==> config.mk <==
export PLATFORM = sky130hd
export DESIGN_NAME = crossbar_switch_islip_scheduler_core
export DESIGN_NICKNAME = d
export VERILOG_FILES = /design/src/design/xbar_islip_pkg.sv /design/src/design/xbar_islip_lane.sv /design/src/design/xbar_islip_arb.sv /design/src/design/xbar_islip_merge.sv /design/src/design/crossbar_switch_islip_scheduler_core.sv
export SDC_FILE = /design/constraint.sdc
export NUM_CORES = 2
export LEC_CHECK = 0
export ABC_AREA = 1
export BUFFER_PORTS_ARGS = -buffer_cell sky130_fd_sc_hd__buf_4
export CAP_MARGIN = 5
export CORE_MARGIN = 3
export CORE_UTILIZATION = 25
export DETAILED_ROUTE_END_ITERATION = 16
export PLACE_DENSITY = 0.47
export SYNTH_ARGS = -nofsm -noshare
export SYNTH_HDL_FRONTEND = slang
export SYNTH_SLANG_ARGS = --single-unit
==> constraint.sdc <==
create_clock -name clk -period 18.7 [get_ports clk]
set_input_delay 3.74 -clock clk [delete_from_list [all_inputs] [get_ports clk]]
set_output_delay 3.74 -clock clk [all_outputs]
set_load 0.01 [all_outputs]
==> src/design/xbar_islip_pkg.sv <==
// ----------------------------------------------------------------------------
// Crossbar iSLIP scheduler package
// Shared sizes, field widths and record types for the scheduler lanes,
// the output arbiters and the result merge stage.
// ----------------------------------------------------------------------------
package xbar_islip_pkg;

  localparam int PORTS       = 8;
  localparam int BUFFER_MAX  = 16;
  localparam int STAMP_BITS  = 16;
  localparam int FIELD_PORTS = 8;

  localparam int PORT_W  = (PORTS > 1) ? $clog2(PORTS) : 1;
  localparam int ADDR_W  = (BUFFER_MAX > 1) ? $clog2(BUFFER_MAX) : 1;
  localparam int COUNT_W = $clog2(BUFFER_MAX + 1);
  localparam int OUT_N   = (PORTS < FIELD_PORTS) ? PORTS : FIELD_PORTS;

  localparam int MASK_W  = 8;
  localparam int DEST_W  = 24;
  localparam int GROUP_W = 3;
  localparam int DELAY_W = 19;
  localparam int DROP_W  = 4;
  localparam int LIMIT_W = 5;

  localparam logic [LIMIT_W-1:0] LIMIT_RESET = LIMIT_W'(4);

  typedef struct packed {
    logic [STAMP_BITS-1:0] stamp;
    logic [PORT_W-1:0]     dest;
  } entry_t;

  typedef struct packed {
    logic              valid;
    logic [PORT_W-1:0] dest;
  } req_t;

  typedef struct packed {
    logic              valid;
    logic [PORT_W-1:0] src;
  } gnt_t;

  function automatic logic [PORT_W-1:0] dest_wrap(input logic [GROUP_W-1:0] d);
    logic [GROUP_W:0] v;
    v = {1'b0, d};
    for (int k = 0; k < 8; k++) begin
      if (32'(v) >= PORTS) begin
        v = v - (GROUP_W+1)'(PORTS);
      end
    end
    return PORT_W'(v);
  endfunction

endpackage

==> src/design/xbar_islip_lane.sv <==
// ----------------------------------------------------------------------------
// Input lane
// One input port's FIFO: enqueues the arriving packet with its stamp,
// drops it when the FIFO already holds limit entries, presents the
// head-of-line request and dequeues the head when an output grants it.
// ----------------------------------------------------------------------------
module xbar_islip_lane
  import xbar_islip_pkg::*;
(
  input  logic                  clk,
  input  logic                  rst,
  input  logic                  step,
  input  logic                  arrive,
  input  logic [PORT_W-1:0]     dest_in,
  input  logic [STAMP_BITS-1:0] stamp,
  input  logic [COUNT_W-1:0]    limit,
  input  logic                  grant,
  output req_t                  req,
  output logic [STAMP_BITS-1:0] head_stamp,
  output logic                  drop
);

  entry_t              mem [BUFFER_MAX];
  logic [ADDR_W-1:0]   head;
  logic [COUNT_W-1:0]  count;
  logic [ADDR_W-1:0]   head_next;
  logic [COUNT_W-1:0]  count_next;
  logic [ADDR_W-1:0]   tail;
  logic [ADDR_W:0]     tail_sum;
  logic                enq;
  entry_t              new_entry;
  entry_t              head_entry;

  assign new_entry.stamp = stamp;
  assign new_entry.dest  = dest_in;
  assign enq  = arrive && (count < limit);
  assign drop = arrive && !(count < limit);

  always_comb begin
    tail_sum = {1'b0, head} + (ADDR_W+1)'(count);
    if (32'(tail_sum) >= BUFFER_MAX) begin
      tail_sum = tail_sum - (ADDR_W+1)'(BUFFER_MAX);
    end
    tail = ADDR_W'(tail_sum);
  end

  always_comb begin
    if (count == '0) begin
      head_entry = new_entry;
      req.valid  = enq;
    end else begin
      head_entry = mem[head];
      req.valid  = 1'b1;
    end
    req.dest   = head_entry.dest;
    head_stamp = head_entry.stamp;
  end

  always_comb begin
    head_next  = head;
    count_next = count + COUNT_W'(enq);
    if (grant) begin
      count_next = count_next - COUNT_W'(1);
      if (head == ADDR_W'(BUFFER_MAX - 1)) begin
        head_next = '0;
      end else begin
        head_next = head + ADDR_W'(1);
      end
    end
  end

  always_ff @(posedge clk) begin
    if (rst) begin
      head  <= '0;
      count <= '0;
    end else if (step) begin
      head  <= head_next;
      count <= count_next;
    end
  end

  always_ff @(posedge clk) begin
    if (step && enq) begin
      mem[tail] <= new_entry;
    end
  end

endmodule

==> src/design/xbar_islip_arb.sv <==
// ----------------------------------------------------------------------------
// Output arbiter
// Round-robin grant for one output: picks the first requesting input at or
// after the grant pointer and moves the pointer past the grantee.
// ----------------------------------------------------------------------------
module xbar_islip_arb
  import xbar_islip_pkg::*;
(
  input  logic              clk,
  input  logic              rst,
  input  logic              step,
  input  logic [PORT_W-1:0] out_id,
  input  req_t              req [PORTS],
  output gnt_t              gnt
);

  logic [PORT_W-1:0] ptr;
  logic [PORT_W-1:0] ptr_next;
  logic [PORT_W:0]   idx;

  always_comb begin
    gnt.valid = 1'b0;
    gnt.src   = '0;
    for (int k = 0; k < PORTS; k++) begin
      idx = {1'b0, ptr} + (PORT_W+1)'(k);
      if (32'(idx) >= PORTS) begin
        idx = idx - (PORT_W+1)'(PORTS);
      end
      if (!gnt.valid && req[PORT_W'(idx)].valid && req[PORT_W'(idx)].dest == out_id) begin
        gnt.valid = 1'b1;
        gnt.src   = PORT_W'(idx);
      end
    end
  end

  always_comb begin
    if (32'(gnt.src) == PORTS - 1) begin
      ptr_next = '0;
    end else begin
      ptr_next = gnt.src + PORT_W'(1);
    end
  end

  always_ff @(posedge clk) begin
    if (rst) begin
      ptr <= '0;
    end else if (step && gnt.valid) begin
      ptr <= ptr_next;
    end
  end

endmodule

==> src/design/xbar_islip_merge.sv <==
// ----------------------------------------------------------------------------
// Result merge
// Combines the grants of all outputs into the sent mask, source groups,
// delay sum and drop count, and holds results in an output register with
// a skid stage.
// ----------------------------------------------------------------------------
module xbar_islip_merge
  import xbar_islip_pkg::*;
(
  input  logic                  clk,
  input  logic                  rst,
  input  logic                  step,
  input  gnt_t                  gnt [PORTS],
  input  logic [STAMP_BITS-1:0] head_stamp [PORTS],
  input  logic [PORTS-1:0]      drops,
  input  logic [STAMP_BITS-1:0] stamp,
  output logic                  accept_ok,
  output logic                  out_valid,
  input  logic                  out_ready,
  output logic [MASK_W-1:0]     sent_mask,
  output logic [DEST_W-1:0]     sent_sources,
  output logic [DELAY_W-1:0]    delay_sum,
  output logic [DROP_W-1:0]     drop_count
);

  typedef struct packed {
    logic [MASK_W-1:0]  mask;
    logic [DEST_W-1:0]  sources;
    logic [DELAY_W-1:0] delay;
    logic [DROP_W-1:0]  drops;
  } result_t;

  result_t               res;
  result_t               out_reg;
  result_t               skid;
  logic                  skid_valid;
  logic                  take;
  logic [STAMP_BITS-1:0] gap;

  always_comb begin
    res = '0;
    for (int j = 0; j < OUT_N; j++) begin
      gap = stamp - head_stamp[gnt[j].src];
      if (gnt[j].valid) begin
        res.mask[j] = 1'b1;
        res.sources[GROUP_W*j +: GROUP_W] = GROUP_W'(gnt[j].src);
        res.delay = res.delay + DELAY_W'(gap);
      end
    end
    for (int i = 0; i < OUT_N; i++) begin
      res.drops = res.drops + DROP_W'(drops[i]);
    end
  end

  assign take      = out_valid && out_ready;
  assign accept_ok = !skid_valid;

  always_ff @(posedge clk) begin
    if (rst) begin
      out_valid  <= 1'b0;
      skid_valid <= 1'b0;
    end else if (skid_valid && take) begin
      skid_valid <= 1'b0;
    end else if (step) begin
      if (!out_valid || take) begin
        out_valid <= 1'b1;
      end else begin
        skid_valid <= 1'b1;
      end
    end else if (take) begin
      out_valid <= 1'b0;
    end
  end

  always_ff @(posedge clk) begin
    if (skid_valid && take) begin
      out_reg <= skid;
    end else if (step) begin
      if (!out_valid || take) begin
        out_reg <= res;
      end else begin
        skid <= res;
      end
    end
  end

  assign sent_mask    = out_reg.mask;
  assign sent_sources = out_reg.sources;
  assign delay_sum    = out_reg.delay;
  assign drop_count   = out_reg.drops;

endmodule

==> src/design/crossbar_switch_islip_scheduler_core.sv <==
// ----------------------------------------------------------------------------
// Crossbar iSLIP scheduler core
// Input FIFOs per port with a single-iteration round-robin output grant.
// ----------------------------------------------------------------------------
// Each input beat is one time slot; a new slot can be accepted every cycle
// while in_ready is high. All input lanes enqueue and all output arbiters
// grant in parallel for each slot. The result goes to the merge stage's
// output register, or to one skid entry while an earlier result waits, so
// the next slot can be accepted meanwhile. The input FIFOs need no clearing
// after reset. The user must write buffer_limit through cfg_write and
// cfg_data only while the block is idle; the block does not enforce this.
module crossbar_switch_islip_scheduler_core
  import xbar_islip_pkg::*;
(
  input  logic                  clk,
  input  logic                  rst,
  input  logic                  cfg_write,
  input  logic [LIMIT_W-1:0]    cfg_data,
  input  logic                  in_valid,
  output logic                  in_ready,
  input  logic [MASK_W-1:0]     arrival_mask,
  input  logic [DEST_W-1:0]     arrival_dests,
  output logic                  out_valid,
  input  logic                  out_ready,
  output logic [MASK_W-1:0]     sent_mask,
  output logic [DEST_W-1:0]     sent_sources,
  output logic [DELAY_W-1:0]    delay_sum,
  output logic [DROP_W-1:0]     drop_count
);

  logic [LIMIT_W-1:0]    buffer_limit;
  logic [STAMP_BITS-1:0] slot_counter;
  logic [COUNT_W-1:0]    limit;
  logic                  step;
  req_t                  req [PORTS];
  gnt_t                  gnt [PORTS];
  logic [STAMP_BITS-1:0] head_stamp [PORTS];
  logic [PORTS-1:0]      drops;
  logic [PORTS-1:0]      granted;

  assign step = in_valid && in_ready;

  always_comb begin
    if (32'(buffer_limit) > BUFFER_MAX) begin
      limit = COUNT_W'(BUFFER_MAX);
    end else begin
      limit = COUNT_W'(buffer_limit);
    end
  end

  always_comb begin
    granted = '0;
    for (int j = 0; j < PORTS; j++) begin
      if (gnt[j].valid) begin
        granted[gnt[j].src] = 1'b1;
      end
    end
  end

  always_ff @(posedge clk) begin
    if (rst) begin
      buffer_limit <= LIMIT_RESET;
      slot_counter <= '0;
    end else begin
      if (cfg_write) begin
        buffer_limit <= cfg_data;
      end
      if (step) begin
        slot_counter <= slot_counter + STAMP_BITS'(1);
      end
    end
  end

  for (genvar i = 0; i < PORTS; i++) begin : g_lane
    logic              arrive;
    logic [PORT_W-1:0] dest_in;
    if (i < FIELD_PORTS) begin : g_field
      assign arrive  = arrival_mask[i];
      assign dest_in = dest_wrap(arrival_dests[GROUP_W*i +: GROUP_W]);
    end else begin : g_none
      assign arrive  = 1'b0;
      assign dest_in = '0;
    end
    xbar_islip_lane u_lane (
      .clk        (clk),
      .rst        (rst),
      .step       (step),
      .arrive     (arrive),
      .dest_in    (dest_in),
      .stamp      (slot_counter),
      .limit      (limit),
      .grant      (granted[i]),
      .req        (req[i]),
      .head_stamp (head_stamp[i]),
      .drop       (drops[i])
    );
  end

  for (genvar j = 0; j < PORTS; j++) begin : g_arb
    xbar_islip_arb u_arb (
      .clk    (clk),
      .rst    (rst),
      .step   (step),
      .out_id (PORT_W'(j)),
      .req    (req),
      .gnt    (gnt[j])
    );
  end

  xbar_islip_merge u_merge (
    .clk          (clk),
    .rst          (rst),
    .step         (step),
    .gnt          (gnt),
    .head_stamp   (head_stamp),
    .drops        (drops),
    .stamp        (slot_counter),
    .accept_ok    (in_ready),
    .out_valid    (out_valid),
    .out_ready    (out_ready),
    .sent_mask    (sent_mask),
    .sent_sources (sent_sources),
    .delay_sum    (delay_sum),
    .drop_count   (drop_count)
  );

endmodule
-- Word-level counts from Yosys, hierarchy flattened
Memory sizes are Yosys's and may differ from the RTL's. A register that Yosys moved wholly into a read port is not among the register bits.
Cells that the tools add are included.
- word-level logic and storage cells: 1298
- bits in writable memories: 2432
- memories kept: 8
- register bits after elaboration: 229
- output and inout port bits: 57
- reduce and logical (&&, ||, !) cells: 262
- bitwise operators: 81
- equality and inequality tests: 73
- $add $sub $neg: 191
- mux-type cells: 478
- order comparisons: 169
- memories (memory ; depth ; bits a word ; rd ports ; clocked after Yosys merged registers in ; wr ports ; RTL line ; text):
    g_lane[0].u_lane.mem ; 16 ; 19 ; 1 ; 1 ; 1 ; xbar_islip_lane.sv:23 ; entry_t mem [BUFFER_MAX];
    g_lane[1].u_lane.mem ; 16 ; 19 ; 1 ; 1 ; 1 ; xbar_islip_lane.sv:23 ;
    g_lane[2].u_lane.mem ; 16 ; 19 ; 1 ; 1 ; 1 ; xbar_islip_lane.sv:23 ;
    g_lane[3].u_lane.mem ; 16 ; 19 ; 1 ; 1 ; 1 ; xbar_islip_lane.sv:23 ;
    g_lane[4].u_lane.mem ; 16 ; 19 ; 1 ; 1 ; 1 ; xbar_islip_lane.sv:23 ;
    g_lane[5].u_lane.mem ; 16 ; 19 ; 1 ; 1 ; 1 ; xbar_islip_lane.sv:23 ;
    +2 memories ; - ; - ; - ; - ; - ; - ;
- operators by type and width (cell ; count):
    2-to-1 mux 4 bit ; 224
    binary-select mux 4 bit (select 3 bit) ; 64
    >= comparator 4 bit (second input constant) ; 128
    binary-select mux 16 bit (select 3 bit) ; 8
    inverter 3 -> 4 bit ; 72
    2-to-1 mux 19 bit ; 15
    2-to-1 mux 16 bit ; 16
    2-to-1 mux 3 bit ; 79
    subtractor 3 x 1 -> 3 bit (second input constant) ; 64
    2-to-1 mux 55 bit ; 3
    logical AND 1 bit ; 163
    adder 19 x 16 -> 19 bit ; 7
    adder 3 x 3 -> 4 bit (second input constant) ; 32
    subtractor 16 bit ; 8
    equality test 3 bit (second input constant) ; 40
    zero test 1 bit ; 66
    adder 3 x 2 -> 4 bit (second input constant) ; 16
    2-to-1 mux 8 bit ; 8
    bitwise OR 8 bit ; 7
    equality test 3 x 2 -> 1 bit (second input constant) ; 16
    2-to-1 mux 5 bit ; 9
    2-to-1 mux 1 bit ; 43
    adder 4 x 5 -> 5 bit ; 8
    adder 5 x 1 -> 5 bit ; 8
    other kinds (27) ; 150

-- Depth between registers and ports, before layout
- word-level depth: 62
- depth in mapped cells: 102
- mapped depth without buffers: 100

-- Hierarchy
A second synthesis with hierarchy kept.
- cell total of the unflattened synthesis: 17642
- area, all modules: 150876.0 um^2
- by module, submodules not included (module ; times used ; area an instance (um^2) ; cells an instance ; seq. area each (um^2)):
    xbar_islip_lane at g_lane[3].u_lane ... ; 4 ; 13437.9 ; 1224 ; 9389.0
    xbar_islip_lane at g_lane[0].u_lane ... ; 3 ; 13439.1 ; 1224 ; 9389.0
    xbar_islip_merge ; 1 ; 25221.7 ; 4199 ; 3343.2
    xbar_islip_arb ; 8 ; 2067.0 ; 420 ; 60.1
    xbar_islip_lane at g_lane[7].u_lane ; 1 ; 13359.1 ; 1220 ; 9389.0
    crossbar_switch_islip_scheduler_core ; 1 ; 1690.4 ; 295 ; 420.4

-- Least setup slack after synthesis
OpenSTA, ideal clock, no wires.
- path kind: input port to flip-flop
- from: in arrival_dests[18]
- to: reg u_merge.out_reg, in the netlist u_merge.delay_sum[18], data pin
- path slack: 3.549 ns
- required time: 18.448 ns
- stages on the path: 86
- arrival: 14.899 ns
- setup time: 0.252 ns
- cell sequence: or2_2 > nand2_4 > inv_2 > buf_6 > nand2_1 > o21ai_2 > nand2_1 > nand2_1 > nand3_2 > inv_2 > nand3_2 > nand2_2 > nor2_4 > nand3_2 > a21oi_4 > nand2_2 > nor3_2 > inv_2 > (+50 left out) > nand2_1 > inv_1 > ha_1 > a21oi_1 > or2_2 > nand3_1 > nand2_1 > ha_1 > nand2_1 > o21ai_0 > nand2_1 > nand3b_1 > inv_1 > nand3_1 > nand2_1 > nand2_1 > nand2_1 > nand2_1
- RTL lines (element ; RTL line ; text):
    from (decl) ; crossbar_switch_islip_scheduler_core.sv:22 ; input logic [DEST_W-1:0] arrival_dests,
    to (signal assigned) ; xbar_islip_merge.sv:77 ; out_reg <= skid;
    to (signal assigned) ; xbar_islip_merge.sv:80 ; out_reg <= res;
    to (decl) ; xbar_islip_merge.sv:34 ; result_t out_reg;

==> out/results.env <==
OUTCOME='finished, final reports clean'
SYNTHESIS.INSTANCES=13860
SYNTH-WARNING-COUNT=0
CTS_TREE='built'
CLK_PIN_SLEW_WORST_PATHS_NS=0.06
FINAL_COUNT_OF_NEGATIVE_SETUP_SLACK_ENDPOINTS=0
GRT_PASS1_VIAS=100600
ANTENNA_VIOLATING_NETS_POST_ROUTE=0
ANTENNA_FOUND_INITIAL=48
CRIT_TYPE='in -> reg'
CRITICAL_PATH_REQUIRED_NS=19.37
SYNTH_CELL_AREA_UM2=137900
NUMPORTBUFFERS=98
POSTCTSHOLDBUFS=0
CTS_ROOT_BUF='clkbuf_16'
POST-ROUTE-PERIOD-UTIL_PCT=88.54
FINAL-MAX-SLEW-VIOLATION-COUNT=0
PREVAILING_POST_SYNTH_REGISTER_CELL='edfxtp_1'
NUM-FILL-CELLS=57470
NUM-NETS-FINAL=14290
LAYOUT-DRIVE-GT1-SHARE_PCT=10.72
YS_FF_LATCH=2693
POST_CTS_RESIZED=0
CTS_BUFFERS=303
TIMING.CLOCK.SKEW_NS=0.1398
GLOBALPLACE.CONGESTION=1.039
FINALWORSTSETUPSLACK_NS=2.143
NUM_VIAS=107700
FF_LATCH_AREA_UM2=79470
WL_PER_CELL_UM=25.77
DETAIL_ROUTE.FIRST_PASS.ITERATIONS=6
FP.DIEW_UM=748.7
FINAL-HOLD-VIOLATION-COUNT=0
ENDPOINT_KIND='flop'
TOP_LEVEL_PORTS=99
CP_SLOWEST_STAGE_DELAY_NS=0.69
SYNTHESIS.NETS=14290
CRITICAL_PATH.MAX_FANOUT=19
POST_CTS_SETUP_DRIVEN_BUFFER_INSERTION_COUNT=0
SYNTH_ENABLE_FLOP_CELLS=2542
YOSYSUNIQUECELLTYPES=89
GRT_SETUP_UNREPAIRED='false'
INITIAL_UTILIZATION_PCT=25.11
DIE_H_UM=748.7
FINAL_AREA_UM2=157300
WORST-ENDPOINT-ARRIVAL_NS=17.23
DRV.MAX_CAP_VIOLATION_COUNT=0
FLOORPLAN.CORE_AREA_UM2=549300
CRITICAL_PATH.SLOWEST_CELL='or2_1'
DETAILED_ROUTE_DRC_ERROR_COUNT=0
CP_LAUNCH_TYPE='primary input'
TIMING.FINAL.CRIT_PERIOD_NS=16.56
ROUTED_WL_MM=550.8
WORST_SLEW_MARGIN_REL_PCT=4.433
FMAXACHIEVABLE_MHz=60.40
POST_SYNTHESIS_AVERAGE_CELL_AREA_UM2=9.950
YS_ASYNC_SR_FRACTION_PCT=0
GRT_PASS1_WL_MM=775.2
CRITICAL-PATH-TOP-CELL-BY-COUNT='nand2_1'
NUM_ROWS=272
GROUTE.USAGE.OVERALL_PCT=18.91
PLACEMENT_SETUP_SLACK_NS=1.408
ROUTED_VIA_DENSITY=5.039
CTS_HTREE_LEVELS=5
DP.FINAL_HPWL_MM=368.7
CLOCK_LATENCY_NS=0.99
MIN-DELAY-PATH-CLASS='reg -> reg'
PLACE_AREA_UM2=147900
DRT_ITER0_DRC=11140
UTILIZATION_PCT=28.64
TIGHTESTPINTRANSITION_NS=1.427
GRT_REMAINING_OVERFLOW=0
DESIGN.DIE.AREA_UM2=560600
CTS.SINKS=2693
CTS.PATH.MAX_BUFFERS=4
SYNTHTOLAYOUTAREAGROWTH_PCT=14.08
SEQ_AREA_FRAC_SYNTH_PCT=57.54
SETUP-TNS-FINAL_NS=0
MAXIMUM_NUMBER_OF_PINS_ON_ONE_NET_BEFORE_GLOBAL_ROUTE_REPAIR=120
MULTI_INPUT_AREA_UM2=51530
-- per-stage QoR --
stage,instances,hold WS [ns]
finish,21370,0.4913
CTS,21360,0.4898
floorplan,13860,0.4520
detailed placement,20820,0.4802
global route,21360,0.5210
global placement,20820,0.4787
-- cells in the mapped netlist (80+ instances only) --
| library cell | n | area share [%] |
|---|---|---|
| nor2_1 | 1546 | 4.2 |
| o21ai_1 | 219 | 0.79 |
| nand3_1 | 713 | 2.6 |
| o22ai_1 | 278 | 1.3 |
| o221ai_1 | 322 | 2.0 |
| buf_2 | 142 | 0.52 |
| o21a_1 | 80 | 0.44 |
| clkbuf_1 | 543 | 1.5 |
| xnor2_1 | 90 | 0.57 |
| dfxtp_1 | 151 | 2.2 |
| o21ai_0 | 1472 | 5.3 |
| inv_1 | 907 | 2.5 |
| ha_1 | 356 | 3.2 |
| a21oi_1 | 690 | 2.5 |
| xor2_1 | 187 | 1.2 |
| inv_2 | 90 | 0.24 |
| nand2_1 | 2222 | 6.0 |
| edfxtp_1 | 2542 | 55 |
| o211ai_1 | 215 | 1.2 |
-- cells in the final DEF (no fill, tap or decap), drive strengths merged, types with 356 or more instances in the layout --
cell,Yosys,routed
a21oi,696,696
buf,262,510
clkbuf,544,394
edfxtp,2542,2542
ha,356,356
inv,1007,1018
nand2,2302,2302
nand3,755,755
nor2,1601,1601
o21ai,1734,1734
-- flip-flops by register name, summed over array words and instances, names as in the netlist, named ones only --
name / cells
g_lane.u_lane.mem: 2432
u_merge.skid: 55
g_lane.u_lane.count: 40
g_lane.u_lane.head: 32
g_arb.u_arb.ptr: 24
u_merge.sent_sources: 24
u_merge.delay_sum: 19
slot_counter: 16
u_merge.sent_mask: 8
buffer_limit: 5
u_merge.drop_count: 4
u_merge.out_valid: 1
u_merge.skid_valid: 1
-- area by class of cell --
type / count / area share (%)
Clock inverter: 144 / 0.7507
Tap cell: 7261 / 5.774
Multi-Input combinational cell: 9320 / 32.75
Sequential cell: 2693 / 50.51
Timing Repair Buffer: 510 / 2.457
Inverter: 1037 / 2.500
Antenna cell: 14 / 0.02227
Clock buffer: 394 / 5.235
-- worst max-delay path: cells and delay by family --
kind	cells	cell delay, ns
buffers and inverters	13	1.48
xor gates and xnor gates	4	0.62
adders and majority gates	9	3.34
AOI/OAI and AO/OA	22	3.55
and+or+nand+nor	36	4.46
-- routing by layer --
metal / wire length (um) / share of wire (%) / global-route usage [%] / vias to the layer above
met5: 281 / 0.051 / 0.05144 / -
met4: 26570 / 4.8 / 7.894 / 27
met3: 42050 / 7.6 / 3.892 / 908
met2: 236700 / 43 / 28.42 / 4044
met1: 245200 / 45 / 26.35 / 53130
li1: - / - / - / 49580
-- path summary, 6_finish.rpt --
path | cells past startpoint | slack [ns] | startpoint | end
worst min-delay path | 2 | 0.49 | g_lane[6].u_lane.count[4] | g_lane[6].u_lane.count[4]
worst max register to register | 86 | 3.06 | buffer_limit[3] | u_merge.delay_sum[18]
worst min register to register | 2 | 0.49 | g_lane[6].u_lane.count[4] | g_lane[6].u_lane.count[4]
worst max-delay path | 84 | 2.14 | arrival_dests[23] | u_merge.delay_sum[18]
-- cell families (layout without fill, tap and decap cells) --
kind of cell	Yosys count	count (layout)	share of synthesized area (%)
other	0	14	0
xor gates and xnor gates	277	277	1.759
AOI/OAI and AO/OA	3704	3704	16.09
buffers and inverters	1847	2085	5.603
muxes	10	10	0.07258
and+or+nand+nor	4946	4946	15.31
adders and majority gates	383	383	3.622
DFF	2693	2693	57.54
Power is left out: the tool's default activity adds up to more than one toggle a clock period on the data nets, which glitch-free logic cannot reach.
